$ cat config.mk
export PLATFORM = sky130hd
export DESIGN_NAME = ordered_list_store_top_flat
export DESIGN_NICKNAME = d
export VERILOG_FILES = /design/src/design/ols_pkg.sv /design/src/design/ols_ifs.sv /design/src/design/ols_mem.sv /design/src/design/ols_ctrl.sv /design/src/design/ordered_list_store_top.sv /design/src/flat_wrapper.sv
export VERILOG_INCLUDE_DIRS = /design/src /design/src/design
export SDC_FILE = /design/constraint.sdc
export NUM_CORES = 1
export LEC_CHECK = 0
export BUFFER_PORTS_ARGS = -buffer_cell sky130_fd_sc_hd__buf_2
export CAP_MARGIN = 20
export CORE_MARGIN = 10
export CORE_UTILIZATION = 35
export CTS_CLUSTER_SIZE = 8
export DETAILED_ROUTE_END_ITERATION = 6
export PLACE_DENSITY = 0.52
export SLEW_MARGIN = 20
export SYNTH_ARGS = -nofsm -noshare
export SYNTH_HDL_FRONTEND = slang
export SYNTH_SLANG_ARGS = --single-unit
$ cat constraint.sdc
create_clock -name clk -period 8.3 [get_ports clk]
set_input_delay 1.66 -clock clk [delete_from_list [all_inputs] [get_ports clk]]
set_output_delay 1.66 -clock clk [all_outputs]
set_load 0.01 [all_outputs]
$ cat src/design/assert_macros.svh
// Shared assertion macros. Each expands to one labeled concurrent assertion
// sampled on clk and disabled while arst_n is low.
`ifndef ASSERT_MACROS_SVH
`define ASSERT_MACROS_SVH

// Same-cycle implication check
`define ASSERT_IMP(lbl, ante, cons) \
	lbl: assert property (@(posedge clk) disable iff (!arst_n) (ante) |-> (cons)) \
		else $error("same-cycle check failed");

// Next-cycle implication check
`define ASSERT_NXT(lbl, ante, cons) \
	lbl: assert property (@(posedge clk) disable iff (!arst_n) (ante) |=> (cons)) \
		else $error("next-cycle check failed");

`endif

$ cat src/design/ols_pkg.sv
`timescale 1ns / 1ps

package ols_pkg;

	// Default sizing
	localparam int DEPTH_DEF = 16;
	localparam int WIDTH_DEF = 32;

	// Field widths fixed by the request and response formats
	localparam int OP_W = 3;
	localparam int ST_W = 2;

	// Operation codes
	localparam logic [OP_W-1:0] OP_GET    = 3'd0;
	localparam logic [OP_W-1:0] OP_SET    = 3'd1;
	localparam logic [OP_W-1:0] OP_INSERT = 3'd2;
	localparam logic [OP_W-1:0] OP_REMOVE = 3'd3;
	localparam logic [OP_W-1:0] OP_SEARCH = 3'd4;

	// Status codes
	localparam logic [ST_W-1:0] ST_OK    = 2'd0;
	localparam logic [ST_W-1:0] ST_BOUND = 2'd1;
	localparam logic [ST_W-1:0] ST_FULL  = 2'd2;

	// Strobes from the sequencer to the entry memory
	typedef struct packed {
		logic wr_en;
		logic rd_en;
	} mem_cmd_t;

endpackage

$ cat src/design/ols_ifs.sv
`timescale 1ns / 1ps

// Request channel: one list operation per transaction
interface ols_req_if import ols_pkg::*; #(
	parameter int DEPTH = DEPTH_DEF,
	parameter int WIDTH = WIDTH_DEF
) ();
	localparam int CW = $clog2(DEPTH + 1);

	logic                    valid;
	logic                    ready;
	logic [OP_W-1:0]         operation;
	logic [CW-1:0]           position;
	logic signed [WIDTH-1:0] item_value;

	modport source (output valid, output operation, output position, output item_value,
		input ready);
	modport sink (input valid, input operation, input position, input item_value,
		output ready);
endinterface

// Response channel: one result per request transaction
interface ols_rsp_if import ols_pkg::*; #(
	parameter int DEPTH = DEPTH_DEF,
	parameter int WIDTH = WIDTH_DEF
) ();
	localparam int CW = $clog2(DEPTH + 1);
	localparam int AW = $clog2(DEPTH);

	logic                    valid;
	logic                    ready;
	logic signed [WIDTH-1:0] read_value;
	logic                    found;
	logic [AW-1:0]           found_position;
	logic [ST_W-1:0]         status;
	logic [CW-1:0]           entry_count;

	modport source (output valid, output read_value, output found, output found_position,
		output status, output entry_count, input ready);
	modport sink (input valid, input read_value, input found, input found_position,
		input status, input entry_count, output ready);
endinterface

$ cat src/design/ols_mem.sv
`timescale 1ns / 1ps

module ols_mem import ols_pkg::*; #(
	parameter int DEPTH = DEPTH_DEF,
	parameter int WIDTH = WIDTH_DEF,
	parameter int AW    = $clog2(DEPTH)
) (
	input  logic             clk,
	input  mem_cmd_t         cmd,
	input  logic [AW-1:0]    wr_addr,
	input  logic [WIDTH-1:0] wr_data,
	input  logic [AW-1:0]    rd_addr,
	output logic [WIDTH-1:0] rd_data
);

	logic [WIDTH-1:0] mem_q [DEPTH];
	logic [WIDTH-1:0] rd_data_q;

	// Write one entry, read one entry with registered data
	always_ff @(posedge clk) begin
		if (cmd.wr_en) begin
			mem_q[wr_addr] <= wr_data;
		end
		if (cmd.rd_en) begin
			rd_data_q <= mem_q[rd_addr];
		end
	end

	assign rd_data = rd_data_q;

endmodule

$ cat src/design/ols_ctrl.sv
`timescale 1ns / 1ps
`include "assert_macros.svh"

module ols_ctrl import ols_pkg::*; #(
	parameter int DEPTH = DEPTH_DEF,
	parameter int WIDTH = WIDTH_DEF,
	parameter int AW    = $clog2(DEPTH),
	parameter int CW    = $clog2(DEPTH + 1)
) (
	input  logic             clk,
	input  logic             arst_n,
	ols_req_if.sink          req,
	ols_rsp_if.source        rsp,
	output mem_cmd_t         mem_cmd,
	output logic [AW-1:0]    wr_addr,
	output logic [WIDTH-1:0] wr_data,
	output logic [AW-1:0]    rd_addr,
	input  logic [WIDTH-1:0] rd_data
);

	typedef enum logic [1:0] {
		S_IDLE,
		S_WALK,
		S_FINISH,
		S_DONE
	} state_t;

	state_t           state_q;
	logic [OP_W-1:0]  op_q;
	logic [CW-1:0]    pos_q;
	logic [WIDTH-1:0] val_q;
	logic [CW-1:0]    cnt_q;
	logic [AW-1:0]    cur_q;
	logic [AW-1:0]    last_q;
	logic             more_q;
	logic             down_q;
	logic             pend_q;
	logic [AW-1:0]    pend_addr_q;
	logic [WIDTH-1:0] rd_val_q;
	logic             hit_q;
	logic [AW-1:0]    hit_pos_q;
	logic [ST_W-1:0]  status_q;

	logic             out_valid_q;
	logic [WIDTH-1:0] out_read_q;
	logic             out_found_q;
	logic [AW-1:0]    out_fpos_q;
	logic [ST_W-1:0]  out_status_q;
	logic [CW-1:0]    out_count_q;

	logic             req_fire;
	logic             out_free;
	logic [CW-1:0]    cnt_m1;
	logic             pos_in_list;
	logic             pos_at_end;
	logic             cmp_hit;
	logic [AW-1:0]    pos_addr;
	logic             pend_is_pos;
	logic             walk_drained;

	assign req.ready    = (state_q == S_IDLE);
	assign req_fire     = req.valid && req.ready;
	assign out_free     = !out_valid_q || rsp.ready;
	assign cnt_m1       = cnt_q - 1'b1;
	assign pos_in_list  = (req.position < cnt_q);
	assign pos_at_end   = (req.position == cnt_q);
	assign pos_addr     = pos_q[AW-1:0];
	assign pend_is_pos  = (pend_addr_q == pos_addr);
	assign walk_drained = !more_q && !pend_q;

	// Compare unit: stored word against the searched value
	assign cmp_hit = (rd_data == val_q);

	// Drive memory strobes and addresses from the sequencer state
	always_comb begin
		mem_cmd.rd_en = (state_q == S_WALK) && more_q;
		mem_cmd.wr_en = 1'b0;
		rd_addr       = cur_q;
		wr_addr       = pend_addr_q;
		wr_data       = rd_data;
		case (state_q)
			S_IDLE: begin
				mem_cmd.wr_en = req_fire && (req.operation == OP_SET) && pos_in_list;
				wr_addr       = req.position[AW-1:0];
				wr_data       = req.item_value;
			end
			S_WALK: begin
				if (pend_q && (op_q == OP_INSERT)) begin
					mem_cmd.wr_en = 1'b1;
					wr_addr       = pend_addr_q + 1'b1;
				end else if (pend_q && (op_q == OP_REMOVE) && !pend_is_pos) begin
					mem_cmd.wr_en = 1'b1;
					wr_addr       = pend_addr_q - 1'b1;
				end
			end
			S_FINISH: begin
				mem_cmd.wr_en = 1'b1;
				wr_addr       = pos_addr;
				wr_data       = val_q;
			end
			default: begin
				mem_cmd.wr_en = 1'b0;
			end
		endcase
	end

	// Sequence one request, then hold its result until the response is taken
	always_ff @(posedge clk or negedge arst_n) begin
		if (!arst_n) begin
			state_q     <= S_IDLE;
			cnt_q       <= '0;
			more_q      <= 1'b0;
			pend_q      <= 1'b0;
			out_valid_q <= 1'b0;
		end else begin
			// Load a new response or drop the one just taken
			if ((state_q == S_DONE) && out_free) begin
				out_valid_q <= 1'b1;
			end else if (rsp.valid && rsp.ready) begin
				out_valid_q <= 1'b0;
			end
			case (state_q)
				S_IDLE: begin
					if (req_fire) begin
						op_q     <= req.operation;
						pos_q    <= req.position;
						val_q    <= req.item_value;
						rd_val_q <= '0;
						hit_q    <= 1'b0;
						hit_pos_q <= '0;
						pend_q   <= 1'b0;
						case (req.operation)
							OP_GET: begin
								if (!pos_in_list) begin
									status_q <= ST_BOUND;
									state_q  <= S_DONE;
								end else begin
									status_q <= ST_OK;
									cur_q   <= req.position[AW-1:0];
									last_q  <= req.position[AW-1:0];
									down_q  <= 1'b0;
									more_q  <= 1'b1;
									state_q <= S_WALK;
								end
							end
							OP_SET: begin
								status_q <= pos_in_list ? ST_OK : ST_BOUND;
								state_q  <= S_DONE;
							end
							OP_INSERT: begin
								if (!pos_in_list && !pos_at_end) begin
									status_q <= ST_BOUND;
									state_q  <= S_DONE;
								end else if (cnt_q == CW'(DEPTH)) begin
									status_q <= ST_FULL;
									state_q  <= S_DONE;
								end else if (pos_at_end) begin
									status_q <= ST_OK;
									state_q  <= S_FINISH;
								end else begin
									status_q <= ST_OK;
									cur_q   <= cnt_m1[AW-1:0];
									last_q  <= req.position[AW-1:0];
									down_q  <= 1'b1;
									more_q  <= 1'b1;
									state_q <= S_WALK;
								end
							end
							OP_REMOVE: begin
								if (!pos_in_list) begin
									status_q <= ST_BOUND;
									state_q  <= S_DONE;
								end else begin
									status_q <= ST_OK;
									cur_q   <= req.position[AW-1:0];
									last_q  <= cnt_m1[AW-1:0];
									down_q  <= 1'b0;
									more_q  <= 1'b1;
									state_q <= S_WALK;
								end
							end
							OP_SEARCH: begin
								status_q <= ST_OK;
								if (cnt_q != '0) begin
									cur_q   <= '0;
									last_q  <= cnt_m1[AW-1:0];
									down_q  <= 1'b0;
									more_q  <= 1'b1;
									state_q <= S_WALK;
								end else begin
									state_q <= S_DONE;
								end
							end
							default: begin
								status_q <= ST_OK;
								state_q  <= S_DONE;
							end
						endcase
					end
				end
				S_WALK: begin
					if (pend_q && (op_q == OP_SEARCH) && cmp_hit) begin
						// Stop the walk at the first matching entry
						hit_q     <= 1'b1;
						hit_pos_q <= pend_addr_q;
						more_q    <= 1'b0;
						pend_q    <= 1'b0;
						state_q   <= S_DONE;
					end else begin
						// Advance the read pointer, one entry per cycle
						pend_q <= more_q;
						if (more_q) begin
							pend_addr_q <= cur_q;
							if (cur_q == last_q) begin
								more_q <= 1'b0;
							end else if (down_q) begin
								cur_q <= cur_q - 1'b1;
							end else begin
								cur_q <= cur_q + 1'b1;
							end
						end
					end
					// Consume the word read in the previous cycle
					if (pend_q && ((op_q == OP_GET) ||
						((op_q == OP_REMOVE) && pend_is_pos))) begin
						rd_val_q <= rd_data;
					end
					if (walk_drained) begin
						if (op_q == OP_INSERT) begin
							state_q <= S_FINISH;
						end else begin
							state_q <= S_DONE;
						end
						if (op_q == OP_REMOVE) begin
							cnt_q <= cnt_m1;
						end
					end
				end
				S_FINISH: begin
					cnt_q   <= cnt_q + 1'b1;
					state_q <= S_DONE;
				end
				S_DONE: begin
					if (out_free) begin
						out_read_q   <= rd_val_q;
						out_found_q  <= hit_q;
						out_fpos_q   <= hit_pos_q;
						out_status_q <= status_q;
						out_count_q  <= cnt_q;
						state_q      <= S_IDLE;
					end
				end
				default: begin
					state_q <= S_IDLE;
				end
			endcase
		end
	end

	assign rsp.valid          = out_valid_q;
	assign rsp.read_value     = out_read_q;
	assign rsp.found          = out_found_q;
	assign rsp.found_position = out_fpos_q;
	assign rsp.status         = out_status_q;
	assign rsp.entry_count    = out_count_q;

	`ASSERT_IMP(a_cnt_range, 1'b1, cnt_q <= CW'(DEPTH))
	`ASSERT_IMP(a_idle_drained, state_q == S_IDLE, !more_q && !pend_q)
	`ASSERT_NXT(a_cnt_hold_idle, state_q == S_IDLE, cnt_q == $past(cnt_q))
	`ASSERT_IMP(a_wr_in_range, mem_cmd.wr_en, {1'b0, wr_addr} < (AW + 1)'(DEPTH))
	`ASSERT_NXT(a_rsp_after_done, (state_q == S_DONE) && out_free, rsp.valid)

endmodule

$ cat src/design/ordered_list_store_top.sv
`timescale 1ns / 1ps
// Channel | Dir | Payload                                                   | Handshake
// req     | in  | operation, position, item_value                           | valid/ready
// rsp     | out | read_value, found, found_position, status, entry_count    | valid/ready
//
// Request paths: set, unused codes, empty search and rejected requests go straight to
// the result; get reads a single entry; insert at the end goes straight to the final write;
// other inserts, remove and search walk n entries (<= DEPTH), search stopping at a match.
// The walk moves one entry per cycle through the entry memory (one read, one write port).
// Reset clears the state, entry count, walk flags and response valid; the entry memory is not cleared.
// A stalled response is held in its output register; the next request is taken
// meanwhile and its result waits until the held one is taken.
module ordered_list_store_top import ols_pkg::*; #(
	parameter int DEPTH = DEPTH_DEF,
	parameter int WIDTH = WIDTH_DEF
) (
	input  logic      clk,
	input  logic      arst_n,
	ols_req_if.sink   req,
	ols_rsp_if.source rsp
);

	localparam int AW = $clog2(DEPTH);
	localparam int CW = $clog2(DEPTH + 1);

	mem_cmd_t         mem_cmd;
	logic [AW-1:0]    wr_addr;
	logic [WIDTH-1:0] wr_data;
	logic [AW-1:0]    rd_addr;
	logic [WIDTH-1:0] rd_data;

	ols_ctrl #(
		.DEPTH (DEPTH),
		.WIDTH (WIDTH),
		.AW    (AW),
		.CW    (CW)
	) u_ctrl (
		.clk     (clk),
		.arst_n  (arst_n),
		.req     (req),
		.rsp     (rsp),
		.mem_cmd (mem_cmd),
		.wr_addr (wr_addr),
		.wr_data (wr_data),
		.rd_addr (rd_addr),
		.rd_data (rd_data)
	);

	ols_mem #(
		.DEPTH (DEPTH),
		.WIDTH (WIDTH),
		.AW    (AW)
	) u_mem (
		.clk     (clk),
		.cmd     (mem_cmd),
		.wr_addr (wr_addr),
		.wr_data (wr_data),
		.rd_addr (rd_addr),
		.rd_data (rd_data)
	);

endmodule
$ cat src/flat_wrapper.sv
// flat-port wrapper written by rule: the top's interface ports become plain ports
module ordered_list_store_top_flat import ols_pkg::*;
#(
	parameter int DEPTH = DEPTH_DEF,
	parameter int WIDTH = WIDTH_DEF
)
  (clk, arst_n, req_valid, req_operation, req_position, req_item_value, req_ready, rsp_valid, rsp_read_value, rsp_found, rsp_found_position, rsp_status, rsp_entry_count, rsp_ready);
  ols_req_if #(.DEPTH(DEPTH), .WIDTH(WIDTH)) req_i ();
  ols_rsp_if #(.DEPTH(DEPTH), .WIDTH(WIDTH)) rsp_i ();
  input  logic clk;
  input  logic arst_n;
  input wire logic [$bits(req_i.valid)-1:0] req_valid;
  input wire logic [$bits(req_i.operation)-1:0] req_operation;
  input wire logic [$bits(req_i.position)-1:0] req_position;
  input wire logic [$bits(req_i.item_value)-1:0] req_item_value;
  output wire logic [$bits(req_i.ready)-1:0] req_ready;
  output wire logic [$bits(rsp_i.valid)-1:0] rsp_valid;
  output wire logic [$bits(rsp_i.read_value)-1:0] rsp_read_value;
  output wire logic [$bits(rsp_i.found)-1:0] rsp_found;
  output wire logic [$bits(rsp_i.found_position)-1:0] rsp_found_position;
  output wire logic [$bits(rsp_i.status)-1:0] rsp_status;
  output wire logic [$bits(rsp_i.entry_count)-1:0] rsp_entry_count;
  input wire logic [$bits(rsp_i.ready)-1:0] rsp_ready;
  assign req_i.valid = req_valid;
  assign req_i.operation = req_operation;
  assign req_i.position = req_position;
  assign req_i.item_value = req_item_value;
  assign req_ready = req_i.ready;
  assign rsp_valid = rsp_i.valid;
  assign rsp_read_value = rsp_i.read_value;
  assign rsp_found = rsp_i.found;
  assign rsp_found_position = rsp_i.found_position;
  assign rsp_status = rsp_i.status;
  assign rsp_entry_count = rsp_i.entry_count;
  assign rsp_i.ready = rsp_ready;
  ordered_list_store_top #(.DEPTH(DEPTH), .WIDTH(WIDTH)) u_core (.clk(clk), .arst_n(arst_n), .req(req_i), .rsp(rsp_i));
endmodule
# --- After elaboration in Yosys (flattened, before gate mapping) ---
# Memories as Yosys holds them, arrays and structs flattened. A register that Yosys moved wholly into a read port is not among the register bits.
# Cells that the tools add are included.
classes:
  n_addsub: 6
  multipliers: 0
  div: 0
  magnitude_cmp: 1
  n_eq_ne: 38
  shifts: 0
  n_mux: 73
  bitwise_logic: 1
  reduce_logical: 46
op_table:
  columns: ["cell", "count"]
  rows:
  - ["32-bit one-hot mux with 2 select lines", 2]
  - ["4-bit two-way mux", 19]
  - ["32-bit two-way mux", 2]
  - ["32-bit == test", 1]
  - ["4-bit one-hot mux with 3 select lines", 2]
  - ["1-bit two-way mux", 22]
  - ["2-bit two-way mux", 11]
  - ["2-bit != test, second input constant", 11]
  - ["4-bit one-hot mux with 2 select lines", 2]
  - ["4-bit one-hot mux with 4 select lines", 1]
  - ["1-bit logical AND", 15]
  - ["3-bit by 2-bit == test with 1-bit output, second input constant", 4]
  - ["3-bit != test, second input constant", 4]
  - ["12-bit AND reduction", 1]
  - ["3-bit AND reduction", 4]
  - ["4-bit AND reduction", 3]
  - ["5-bit two-way mux", 2]
  - ["2-bit by 1-bit != test with 1-bit output, second input constant", 5]
  - ["5-bit one-hot mux with 2 select lines", 1]
  - ["10-bit AND reduction", 1]
  - ["1-bit one-hot mux with 3 select lines", 3]
  - ["9-bit AND reduction", 1]
  - ["4-bit by 1-bit adder with 4-bit output, second input constant", 2]
  - ["4-bit == test", 2]
  - ["29 further kinds", 44]
totals:
  regBits: 145
  latch_bits: 0
  ram_bits: 512
  mem_bits_ro: 0
  in_bits: 44
  out_inout_bits: 46
  word_cells: 187
  n_memories: 1
mem_list:
  columns: ["memory", "depth", "word_bits", "read_ports", "rd_clocked_by_memory_dff", "wr", "line_no", "text"]
  rows:
  - ["u_core.u_mem.mem_q", 16, 32, 1, 1, 1, "ols_mem.sv:16", "logic [WIDTH-1:0] mem_q [DEPTH];"]

# --- Logic depth before layout (Yosys ltp) ---
# Gate-level depths: netlist of the first run.
logic_depth:
  ltp_word: 8
  mapped_depth: 10
  ltp_nobuf: 8

# --- Modules after synthesis ---
# From an unflattened synthesis of the first run, not the netlist that was laid out.
unflattened:
  cells_unflattened: 1394
  hier_area_um2: 27091.0
by_module_without_submodules:
  columns: ["mod", "instances", "cells_each", "area_each_um2", "seq_area_each_um2"]
  rows:
  - ["ols_mem", 1, 838, 20155.6, 16335.7]
  - ["ols_ctrl", 1, 556, 6935.4, 4304.1]

# --- Least setup slack after synthesis of the first run ---
# No wires, ideal clock.
synth_path:
  path_kind: "in2reg"
  startpoint: "input req_position[3]"
  endpoint: "memory u_core.u_mem.mem_q[2][0] (netlist name) (enable)"
  setup_time_ps: 461
  t_arrival_ps: 5458
  required_time_ps: 7839
  slack_ps: 2381
  path_stages: 8
  n_path_buf: 1
  cell_sequence: "ha_1 -> a21o_1 -> a21oi_2 -> o21ai_2 -> o311ai_2 -> or3b_1 -> buf_6 -> nor3_1"
synth_between:
  elab_chain_cells: 5
  word_cells_on_any_way: 6
  classes_between: "order compare (1); mux (4); reduce/logical (1)"
synth_lines:
  columns: ["element", "line_no", "text"]
  rows:
  - ["from (decl)", "flat_wrapper.sv:14", "input wire logic [$bits(req_i.position)-1:0] req_position;"]
  - ["5-bit < comparator", "ols_ctrl.sv:65", "assign pos_in_list = (req.position < cnt_q);"]
  - ["1-bit logical AND", "ols_ctrl.sv:83", "mem_cmd.wr_en = req_fire && (req.operation == OP_SET) && pos_in_list;"]
  - ["1-bit one-hot mux with 3 select lines", "ols_ctrl.sv:81", "case (state_q)"]
  - ["1-bit two-way mux", "ols_mem.sv:21", "if (cmd.wr_en) begin"]
  - ["1-bit two-way mux (not written as such)", "ols_mem.sv:22", "mem_q[wr_addr] <= wr_data;"]
  - ["to (decl)", "ols_mem.sv:16", null]
# Parallel ways exist; a longest one is shown, timed or not.

# --- Worst setup path in the final report of the first run ---
layout_path:
  startpoint: "input req_position[3]"
  endpoint: "memory u_core.u_mem.mem_q[2][1] (netlist name) (enable)"
# Same word-level chain as after synthesis.

==> qor.csv, run 1 <==
stage;metric;value;unit
status;outcome;finished, final reports clean;
global_route;total gr overflow;0;
pwr;Clk network pwr share;28.7;%
synth;Mapped Cells;1310;
die;Die Wd;299;um
synth;EDFF count, synth;679;
worst_setup_path;Slowest-stage cell, CP;nor3_2;
routing;DR vias;13200;
synth;Primary FF master, synth;edfxtp_1;
hold_path;Hold Crit Class;reg -> reg;
clock_tree;Post-CTS Setup Bufs;0;
timing;# setup viols final;0;
worst_setup_path;Critical Path Source Type;primary input;
global_route;met2 GRT Util;22.8;%
worst_setup_path;crit-path cells;buf_2, ha_1, a21o_1, a21oi_2, o21ai_2, o311ai_2, or3b_1, nor3_2, buf_4;
pwr;Power Total;12.0;mW
worst_setup_path;Worst Reg2Reg Path Length in Cells;9;
place;Buffers on Ports;89;
place;Final HPWL DP;38200;um
global_route;met3 Use GR;3.68;%
worst_setup_path;worst-path fanout max;24;
clock_tree;CTS Buf Count;96;
timing;slack of the critical path;3.60;ns
clock_tree;CTS resizes;0;
pwr;combinational power share;26.8;%
timing;Final Hold Viols;0;
pwr;cell internal pwr;8.25;mW
worst_setup_path;Crit. End Element;flop;
routing;WL final;66900;um
pwr;Psw;3.77;mW
worst_setup_path;critical path arrival;4.98;ns
routing;antenna-violating nets left;0;
routing;drt wl/cell;26.6;um
clock_tree;Root Buffer;clkbuf_16;
pwr;worst-case vdd ir drop;0.000199;V
pwr;P per Cell Area;380;mW/mm^2
timing;setup tns final;0;ns
clock_tree;Clock Pin Slew Worst Setup and Hold Paths;0.05;ns
timing;Final Cycle Share;56.6;%
pwr;Reg power frac;44.5;%
timing;Worst-Margin Slew;0.985;ns
synth;synth warn;0;
worst_setup_path;R2R Path End;u_core.u_mem.mem_q[3][14];
synth;synthesized area per cell;20.8;sq um
die;Die Footprint;0.0892;sq mm
clock_tree;CTS max path bufs;3;
global_route;GRT Overall Usage;15.0;%
global_route;met1 Use GR;21.0;%
die;num ports;90;
synth;Synth Register Bits;689;
clock_tree;Clk Latency, worst-skew pair;0.66;ns
final_layout;nets@finish;1524;
timing;RSZ-0062 raised after global routing;false;
global_route;initial antenna violation count;1;
final_layout;most common cell after layout, fill and taps aside;edfxtp_1;
synth;Post-Syn Nets;1371;
routing;initial drt markers;964;
final_layout;cell area after layout;0.0316;sq mm
routing;Vias/cell;5.25;
place;placed cell areas;0.0290;sq mm
timing;Min Hold Slack;0.411;ns
timing;final worst path period need;4.70;ns
die;site row count;102;
die;Placeable Area;0.0772;sq mm
synth;post-synthesis async set-or-reset flop share;1.45;%
clock_tree;CTS tree;yes;
timing;Worst slew margin;34.3;%
hold_path;Worst Hold End;u_core.u_ctrl.rsp.read_value[27];
final_layout;FF/Latch Area;0.0206;sq mm
synth;Syn Std Cell Area;0.0272;sq mm
die;starting density of the core;35.2;%
routing;DRC viols;0;
global_route;first-pass GRT wire length;98200;um
clock_tree;H-tree Lvls;3;
final_layout;Non-Filler Instances;2517;
routing;first-pass iteration count of the detailed router;5;
worst_setup_path;reg-to-reg startpoint;u_core.u_ctrl.state_q[0];
die;chip height;299;um
final_layout;most frequent cells in the layout;edfxtp_1 (679), mux4_2 (160), clkbuf_16 (96);
worst_setup_path;delay-heaviest family, CP;simple AND/OR/NAND/NOR gates;
place;routability cong.;0.794;
hold_path;hold path start;u_core.u_ctrl.rd_val_q[27];
pwr;Sw Ratio;31.4;%
timing;f_max;213;MHz
worst_setup_path;CP Buf/Inv Count;2;
run;Max Cap Violations;0;
global_route;vias in the first global route;14000;
worst_setup_path;Reg2Reg Setup Slack;3.87;ns
global_route;GRT busiest layer;met2;
final_layout;Layout area overhead;16.3;%
clock_tree;cts-stage hold buffer count;0;
global_route;largest net degree at the start of global routing;133;
final_layout;layout cell share with drive strength beyond 1;29.1;%
final_layout;Layout fillers;6832;
place;placed cells;2405;
final_layout;final core utilization;41.0;%
timing;Slew Limit Fails;0;
hold_path;hold depth;0;
worst_setup_path;WP data required;8.58;ns
worst_setup_path;CP max stage delay;0.73;ns
timing;Max Clock Skew;0.0422;ns
worst_setup_path;critical path class;in -> reg;
place;pre-CTS setup slack;2.94;ns
synth;Seq/Total Area, Yosys;75.9;%
final_layout;Multi-input gate area;0.00632;sq mm
clock_tree;clock sinks;689;
pwr;leak pwr;10.2;nW
synth;post-synth cell types;67;
final cells by class:
type                            count  area share, %
Clock inverter                      8          0.495
Antenna cell                        1        0.00791
Timing Repair Buffer              118           2.18
Tap cell                         1040           4.11
Inverter                           22          0.261
Sequential cell                   689           65.3
Multi-Input combinational cell    536           20.0
Clock buffer                      103           7.68
synth_stat cells, drive strengths merged, types with 7 or more instances:
cell	count	area (sq um)
ha	16	200
a221oi	7	67.6
xor2	11	96.3
a21oi	21	113
mux4	160	3600
nand2	78	295
nand3	14	70.1
xnor2	39	383
edfxtp	679	20400
and3	9	56.3
inv	22	82.6
and2	38	238
buf	26	140
clkbuf	37	139
o21ai	10	53.8
nor3	11	55.1
dfrtp	10	250
a22oi	33	248
nand4	11	75.1
nor2	16	60.1
metal layers:
layer  wire, um  vias to the layer above
li1           -                     5653
met1      30300                     7050
met2      30800                      387
met3       4000                      114
met4       1780                        2
met5         13                        -
sequential cells by signal, summed over array words and instances (netlist names):
name                              cells
u_core.u_ctrl.cnt_q                   5
u_core.u_ctrl.pend_q                  1
u_core.u_ctrl.rsp.read_value         32
u_core.u_ctrl.pos_q                   4
u_core.u_ctrl.rd_val_q               32
u_core.u_ctrl.more_q                  1
u_core.u_ctrl.hit_q                   1
u_core.u_ctrl.rd_addr                 4
u_core.u_mem.mem_q                  512
u_core.u_ctrl.rsp.found               1
u_core.u_ctrl.state_q                 2
u_core.u_ctrl.val_q                  32
u_core.u_ctrl.op_q                    3
u_core.u_ctrl.rsp.valid               1
u_core.u_ctrl.hit_pos_q               4
u_core.u_ctrl.down_q                  1
u_core.u_ctrl.rsp.entry_count         5
u_core.u_ctrl.rsp.status              2
u_core.u_ctrl.status_q                2
u_core.u_ctrl.pend_addr_q             4
u_core.u_ctrl.last_q                  4
u_core.u_mem.rd_data                 32
u_core.u_ctrl.rsp.found_position      4
worst max-delay path by stage:
stage | start | endpoint | slack [ns] | cells past startpoint
global placement | req_position[3] | u_core.u_mem.mem_q[3][7] | 2.96 | 9
CTS | req_position[3] | u_core.u_mem.mem_q[3][1] | 3.61 | 9
finish | req_position[3] | u_core.u_mem.mem_q[2][1] | 3.60 | 9
global route | req_position[3] | u_core.u_mem.mem_q[2][0] | 3.39 | 9
floorplan | req_position[3] | u_core.u_mem.mem_q[2][0] | 2.38 | 8
detailed placement | req_position[3] | u_core.u_mem.mem_q[3][7] | 2.94 | 9
cells by family (layout without fill, tap and decap cells):
family / Yosys count / count (layout) / share of synthesized area, %
flip-flops: 689 / 689 / 75.9
other: 0 / 1 / 0
buffers and inverters: 85 / 251 / 1.33
multiplexers: 166 / 166 / 13.5
XOR/XNOR: 50 / 50 / 1.76
AO/OA/AOI/OAI: 99 / 99 / 2.76
adder cells (fa/ha/maj): 17 / 17 / 0.810
AND/OR/NAND/NOR: 204 / 204 / 3.94
power groups by stage:
stage               sequential, mW  clock (mW)  combinational (mW)
floorplan                     5.34           0                2.06
global placement              5.40           0                3.21
detailed placement            5.41           0                3.29
CTS                           5.35        3.55                3.29
global route                  5.40        3.70                3.51
finish                        5.35        3.46                3.22
(Power assumes the default switching activity.)
==> run 2, diff against run 1 <==
==> constraint.sdc (replaced) <==
create_clock -name clk -period 4.6 [get_ports clk]
set_input_delay 0.92 -clock clk [delete_from_list [all_inputs] [get_ports clk]]
set_output_delay 0.92 -clock clk [all_outputs]
set_load 0.01 [all_outputs]
==> qor.csv, run 2 (synthesized netlist as in run 1, its figures left out) <==
stage;metric;value;unit;change
final_layout;Biggest register;u_core.u_mem.mem_q;;
final_layout;Multi-input gate area;0.00634;sq mm;+0.20%
final_layout;Largest register FFs;512;;unchanged
global_route;first-pass GRT wire length;99500;um;+1.3%
timing;Worst slew margin;37.0;%;+2.7 points
place;routability cong.;0.792;;-0.26%
global_route;vias in the first global route;13900;;-0.33%
die;site row count;102;;unchanged
timing;Max Clock Skew;0.0358;ns;-0.00640 ns
pwr;P per Cell Area;690;mW/mm^2;+81%
die;chip height;299;um;unchanged
final_layout;most frequent cells in the layout;edfxtp_1 (679), mux4_2 (160), clkbuf_16 (97);;
pwr;cell internal pwr;15.0;mW;+82%
die;Die Footprint;0.0892;sq mm;unchanged
timing;# setup viols final;0;;unchanged
routing;DR vias;13400;;+1.4%
clock_tree;CTS tree;yes;;
timing;Final Hold Viols;0;;unchanged
routing;drt wl/cell;26.7;um;+0.47%
clock_tree;CTS max path bufs;3;;unchanged
clock_tree;Clock Pin Slew Worst Setup and Hold Paths;0.05;ns;about the same
timing;Final Cycle Share;82.1;%;
clock_tree;Post-CTS Setup Bufs;0;;unchanged
worst_setup_path;critical path class;reg -> reg;;
final_layout;FF/Latch Area;0.0206;sq mm;unchanged
worst_setup_path;critical path startpoint;u_core.u_ctrl.state_q[0];;
global_route;total gr overflow;0;;unchanged
final_layout;layout cell share with drive strength beyond 1;29.7;%;+0.52 points
timing;Slew Limit Fails;0;;unchanged
worst_setup_path;crit-path cells;inv_1, ha_2, a221o_1, nor4_1, a211oi_2, nand2b_1, nor2_4, buf_12;;
die;starting density of the core;35.2;%;unchanged
die;Placeable Area;0.0772;sq mm;unchanged
die;num ports;90;;unchanged
worst_setup_path;Worst Reg2Reg Path Length in Cells;8;;-1
place;Final HPWL DP;41700;um;+9.4%
worst_setup_path;Crit. End Element;flop;;
clock_tree;Clk Latency, worst-skew pair;0.65;ns;about the same
hold_path;Hold Crit Class;in -> async;;
final_layout;final core utilization;41.2;%;+0.29 points
global_route;largest net degree at the start of global routing;91;;-32%
timing;f_max;265;MHz;
run;Max Cap Violations;0;;unchanged
timing;Min Hold Slack;0.202;ns;-0.209 ns
clock_tree;CTS resizes;0;;unchanged
final_layout;Layout fillers;6782;;-0.73%
worst_setup_path;critical path arrival;4.11;ns;-0.87 ns
timing;slack of the critical path;0.822;ns;-2.78 ns
timing;setup tns final;0;ns;unchanged
status;outcome;finished, final reports clean;;
routing;WL final;67500;um;+0.90%
clock_tree;clock sinks;689;;unchanged
pwr;Power Total;22.0;mW;+83%
routing;initial drt markers;1120;;+16%
pwr;Psw;6.94;mW;+84%
clock_tree;CTS Buf Count;96;;unchanged
worst_setup_path;worst-path fanout max;22;;-8.3%
place;pre-CTS setup slack;0.558;ns;-2.38 ns
pwr;leak pwr;10.3;nW;+1.0%
clock_tree;H-tree Lvls;3;;unchanged
timing;RSZ-0062 raised after global routing;false;;
final_layout;most common cell after layout, fill and taps aside;edfxtp_1;;
clock_tree;Root Buffer;clkbuf_16;;
routing;Vias/cell;5.30;;+1.0%
routing;first-pass iteration count of the detailed router;5;;unchanged
die;Die Wd;299;um;unchanged
final_layout;nets@finish;1535;;+0.72%
pwr;Reg power frac;44.1;%;-0.4 points
worst_setup_path;delay-heaviest family, CP;compound AO/OA/AOI/OAI gates;;
worst_setup_path;Critical Path Source Type;flop;;
worst_setup_path;WP data required;4.93;ns;-3.65 ns
routing;antenna-violating nets left;0;;unchanged
place;Buffers on Ports;89;;unchanged
worst_setup_path;CP Buf/Inv Count;2;;unchanged
final_layout;Layout area overhead;17.1;%;
routing;DRC viols;0;;unchanged
timing;final worst path period need;3.78;ns;
worst_setup_path;Levels on crit path;8;;-1
global_route;initial antenna violation count;2;;+1
pwr;worst-case vdd ir drop;0.000362;V;+82%
global_route;GRT Overall Usage;15.1;%;+0.13 points
clock_tree;cts-stage hold buffer count;0;;unchanged
worst_setup_path;reg-to-reg startpoint;u_core.u_ctrl.state_q[0];;
worst_setup_path;Slowest-stage cell, CP;a211oi_2;;
pwr;Clk network pwr share;28.6;%;about the same
pwr;combinational power share;27.3;%;+0.5 points
worst_setup_path;CP max stage delay;0.81;ns;+0.08 ns
pwr;Sw Ratio;31.6;%;+0.22 points
timing;Worst-Margin Slew;0.944;ns;-0.0420 ns
run 2: cell types whose count changed in the layout (fill, tap and decap cells not counted), moves of 2 or more:
cell	previous run	this run
buf_4	27	29
clkinv_16	3	1
nor3_4	0	2
buf_12	2	11
nor3_2	8	6
run 2: cell type report:
| class | count | area share [%] |
|---|---|---|
| flip-flops and latches | 689 | 64.8 |
| clock inverters | 8 | 0.468 |
| repair buffers | 129 | 2.77 |
| inverters | 22 | 0.259 |
| multi-input cells | 536 | 19.9 |
| diodes | 1 | 0.00786 |
| well taps | 1040 | 4.09 |
| clock buffers | 103 | 7.69 |
run 2: metrics by stage:
step,std cells,cell area (sq um)
6_report,2528,31800
5_1_grt,2527,31800
4_1_cts,2527,31800
3_5_place_dp,2416,29200
3_3_place_gp,2416,29200
2_1_floorplan,1310,27200
run 2: worst paths after layout:
| check | slack (ns) | to |
|---|---|---|
| max | 0.82 | u_core.u_mem.mem_q[5][25] |
| max reg2reg | 0.82 | u_core.u_mem.mem_q[5][25] |
| max in group asynchronous | 4.14 | u_core.u_ctrl.rsp.valid |
| min reg2reg | 0.42 | u_core.u_ctrl.rsp.read_value[24] |
| min | 0.20 | u_core.u_ctrl.cnt_q[4] |
| min in group clk | 0.42 | u_core.u_ctrl.rsp.read_value[24] |
run 2: power groups by stage:
| stage | logic, mW | clock network [mW] | registers (mW) |
|---|---|---|---|
| 2_1_floorplan | 3.72 | 0 | 9.64 |
| 3_3_place_gp | 6.01 | 0 | 9.76 |
| 3_5_place_dp | 6.12 | 0 | 9.79 |
| 4_1_cts | 6.14 | 6.45 | 9.68 |
| 5_1_grt | 6.53 | 6.70 | 9.76 |
| 6_report | 6.00 | 6.28 | 9.68 |
run 2: layer usage:
metal | wire, um | part of all wire, % | track usage, %
met1 | 30900 | 46 | 21.7
met2 | 30800 | 46 | 22.9
met3 | 4440 | 6.6 | 3.48
met4 | 1360 | 2.0 | 3.94
met5 | 0 | 0 | 0
==> run 3, diff against run 2 <==
--- a/config.mk
+++ b/config.mk
@@ -12,7 +12,7 @@
 export CORE_UTILIZATION = 35
 export CTS_CLUSTER_SIZE = 8
 export DETAILED_ROUTE_END_ITERATION = 6
-export PLACE_DENSITY = 0.52
+export PLACE_DENSITY = 0.54
 export SLEW_MARGIN = 20
 export SYNTH_ARGS = -nofsm -noshare
 export SYNTH_HDL_FRONTEND = slang
==> constraint.sdc (replaced) <==
create_clock -name clk -period 3.13 [get_ports clk]
set_input_delay 0.626 -clock clk [delete_from_list [all_inputs] [get_ports clk]]
set_output_delay 0.626 -clock clk [all_outputs]
set_load 0.01 [all_outputs]
==> qor.csv, run 3 (synthesized netlist as in run 1, its figures left out) <==
stage;metric;value;unit;change
timing;# setup viols final;0;;unchanged
hold_path;hold depth;1;;
worst_setup_path;CP max stage delay;0.48;ns;-0.33 ns
worst_setup_path;Critical Path Source Type;flop;;
timing;final worst path period need;3.04;ns;-0.740 ns
timing;Final Cycle Share;97.1;%;+15 points
die;Die Wd;299;um;unchanged
run;Max Cap Violations;0;;unchanged
worst_setup_path;critical path class;reg -> reg;;
clock_tree;Clk Latency, worst-skew pair;0.64;ns;about the same
worst_setup_path;Levels on crit path;12;;+4
pwr;Power Total;33.0;mW;+50%
global_route;GRT Overall Usage;15.2;%;+0.073 points
clock_tree;CTS max path bufs;3;;unchanged
clock_tree;Clock Pin Slew Worst Setup and Hold Paths;0.05;ns;about the same
pwr;worst-case vdd ir drop;0.000433;V;+20%
pwr;Sw Ratio;31.5;%;-0.11 points
place;routability cong.;0.795;;+0.40%
worst_setup_path;worst-path fanout max;7;;-68%
die;Die Footprint;0.0892;sq mm;unchanged
worst_setup_path;Crit. End Element;flop;;
timing;Final Hold Viols;0;;unchanged
die;site row count;102;;unchanged
final_layout;Layout fillers;6641;;-2.1%
routing;DR vias;13700;;+1.9%
pwr;leak pwr;10.8;nW;+5.0%
final_layout;Biggest register;u_core.u_mem.mem_q;;
routing;drt wl/cell;26.0;um;-2.6%
worst_setup_path;critical path arrival;3.40;ns;-0.71 ns
hold_path;Hold Crit Class;in -> reg;;
routing;antenna-violating nets left;0;;unchanged
worst_setup_path;crit-path cells;inv_2, ha_4, a21o_1, a21oi_2, o21ai_2, o311ai_2, buf_4, or3b_4, nor4b_4, buf_4, buf_4, buf_6;;
clock_tree;CTS Buf Count;96;;unchanged
final_layout;Layout area overhead;20.8;%;
global_route;first-pass GRT wire length;100000;um;+0.75%
pwr;P per Cell Area;1000;mW/mm^2;+46%
worst_setup_path;delay-heaviest family, CP;simple AND/OR/NAND/NOR gates;;
final_layout;nets@finish;1615;;+5.2%
clock_tree;clock sinks;689;;unchanged
final_layout;layout cell share with drive strength beyond 1;33.5;%;+3.9 points
final_layout;Largest register FFs;512;;unchanged
die;starting density of the core;35.2;%;unchanged
clock_tree;CTS tree;yes;;
global_route;largest net degree at the start of global routing;58;;-36%
die;chip height;299;um;unchanged
timing;Slew Limit Fails;0;;unchanged
worst_setup_path;Worst Reg2Reg Path Length in Cells;12;;+4
routing;WL final;67800;um;+0.46%
routing;first-pass iteration count of the detailed router;5;;unchanged
worst_setup_path;CP Buf/Inv Count;5;;+3
die;Placeable Area;0.0772;sq mm;unchanged
place;pre-CTS setup slack;-0.220;ns;-0.779 ns
status;outcome;finished, final reports clean;;
final_layout;most common cell after layout, fill and taps aside;edfxtp_1;;
place;Buffers on Ports;89;;unchanged
clock_tree;Root Buffer;clkbuf_16;;
pwr;Reg power frac;42.9;%;-1.2 points
routing;Vias/cell;5.24;;-1.2%
global_route;vias in the first global route;14500;;+4.1%
pwr;Psw;10.4;mW;+50%
timing;Worst slew margin;42.9;%;+5.9 points
final_layout;most frequent cells in the layout;edfxtp_1 (679), mux4_2 (160), clkbuf_16 (99);;
pwr;combinational power share;29.4;%;+2.1 points
pwr;Clk network pwr share;27.7;%;-0.9 points
pwr;cell internal pwr;22.6;mW;+50%
place;Final HPWL DP;43400;um;+4.0%
timing;Worst-Margin Slew;0.857;ns;-0.0863 ns
die;num ports;90;;unchanged
global_route;initial antenna violation count;3;;+1
worst_setup_path;WP data required;3.49;ns;-1.44 ns
worst_setup_path;Slowest-stage cell, CP;or3b_4;;
timing;f_max;329;MHz;+24%
routing;DRC viols;0;;unchanged
timing;RSZ-0062 raised after global routing;true;;
timing;slack of the critical path;0.0920;ns;-0.730 ns
worst_setup_path;cell mode on critical path;buf_4;;
global_route;total gr overflow;0;;unchanged
timing;Max Clock Skew;0.0307;ns;-0.00503 ns
routing;initial drt markers;1247;;+11%
clock_tree;H-tree Lvls;3;;unchanged
## run 3: area by class of cell
| type | instances | area [sq um] | area share (%) |
|---|---|---|---|
| antenna | 2 | 5.00 | 0.0152 |
| inverter | 22 | 82.6 | 0.251 |
| clock inverter | 8 | 129 | 0.392 |
| clock buffer | 102 | 2460 | 7.47 |
| sequential | 689 | 20600 | 62.8 |
| tap | 1040 | 1300 | 3.96 |
| multi-input combinational | 536 | 6400 | 19.5 |
| timing repair buffer | 209 | 1850 | 5.62 |
## run 3: path summary, 6_finish.rpt
path                       slack, ns                       start                             endpoint
min                             0.18          req_item_value[17]              u_core.u_ctrl.val_q[17]
max in group asynchronous       2.43                      arst_n               u_core.u_ctrl.cnt_q[3]
min reg2reg                     0.40  u_core.u_ctrl.hit_pos_q[3]  u_core.u_ctrl.rsp.found_position[3]
min in group asynchronous       0.52                      arst_n             u_core.u_ctrl.state_q[0]
max reg2reg                     0.09      u_core.u_ctrl.cnt_q[3]           u_core.u_mem.mem_q[10][27]
max                             0.09      u_core.u_ctrl.cnt_q[3]           u_core.u_mem.mem_q[10][27]
## run 3: power by group through the flow
stage / Combinational [mW] / Clock, mW / Sequential (mW)
final: 9.71 / 9.13 / 14.1
after global routing: 10.6 / 9.78 / 14.3
after CTS: 9.85 / 9.34 / 14.2
after detailed placement: 9.81 / 0 / 14.3
after global placement: 9.66 / 0 / 14.3
after floorplan: 5.73 / 0 / 14.1
## run 3: what timing repair did
action / 4_1_cts / 5_1_grt
hold buffers: 1 / 0
endpoints found under the setup margin: 0 / 176
setup buffers: 0 / 6
gates resized for setup: 0 / 7
hold endpoints to repair: 10 / 0
## run 3: worst register-to-register path, stage by stage, from the launching register on
cell	delay [ns]
dfrtp_1	0.38
inv_2	0.08
ha_4	0.20
a21o_1	0.17
a21oi_2	0.17
o21ai_2	0.10
o311ai_2	0.29
buf_4	0.18
or3b_4	0.48
nor4b_4	0.36
buf_4	0.18
buf_4	0.11
buf_6	0.09
## run 3: per-stage QoR
| step | hold slack [ns] | instances | utilization, % | area, sq um | setup TNS, ns |
|---|---|---|---|---|---|
| finish | 0.179 | 2608 | 42.6 | 32900 | 0 |
| global route | 0.134 | 2606 | 42.6 | 32900 | -1.57 |
| CTS | 0.134 | 2597 | 42.4 | 32700 | 0 |
| detailed placement | 0.405 | 2486 | 39.0 | 30100 | -32.34 |
| global placement | 0.402 | 2486 | 39.0 | 30100 | -26.19 |
| floorplan | 0.330 | 1310 | - | 27400 | -86.65 |
## run 3: layer usage
layer  vias to the layer above  wire length (um)  track usage, %
met2                       443             32100            23.7
li1                       5836                 -               -
met1                      7284             30400            21.4
met3                        90              4150            3.42
met4                         0              1170            3.76
met5                         -                 0               0
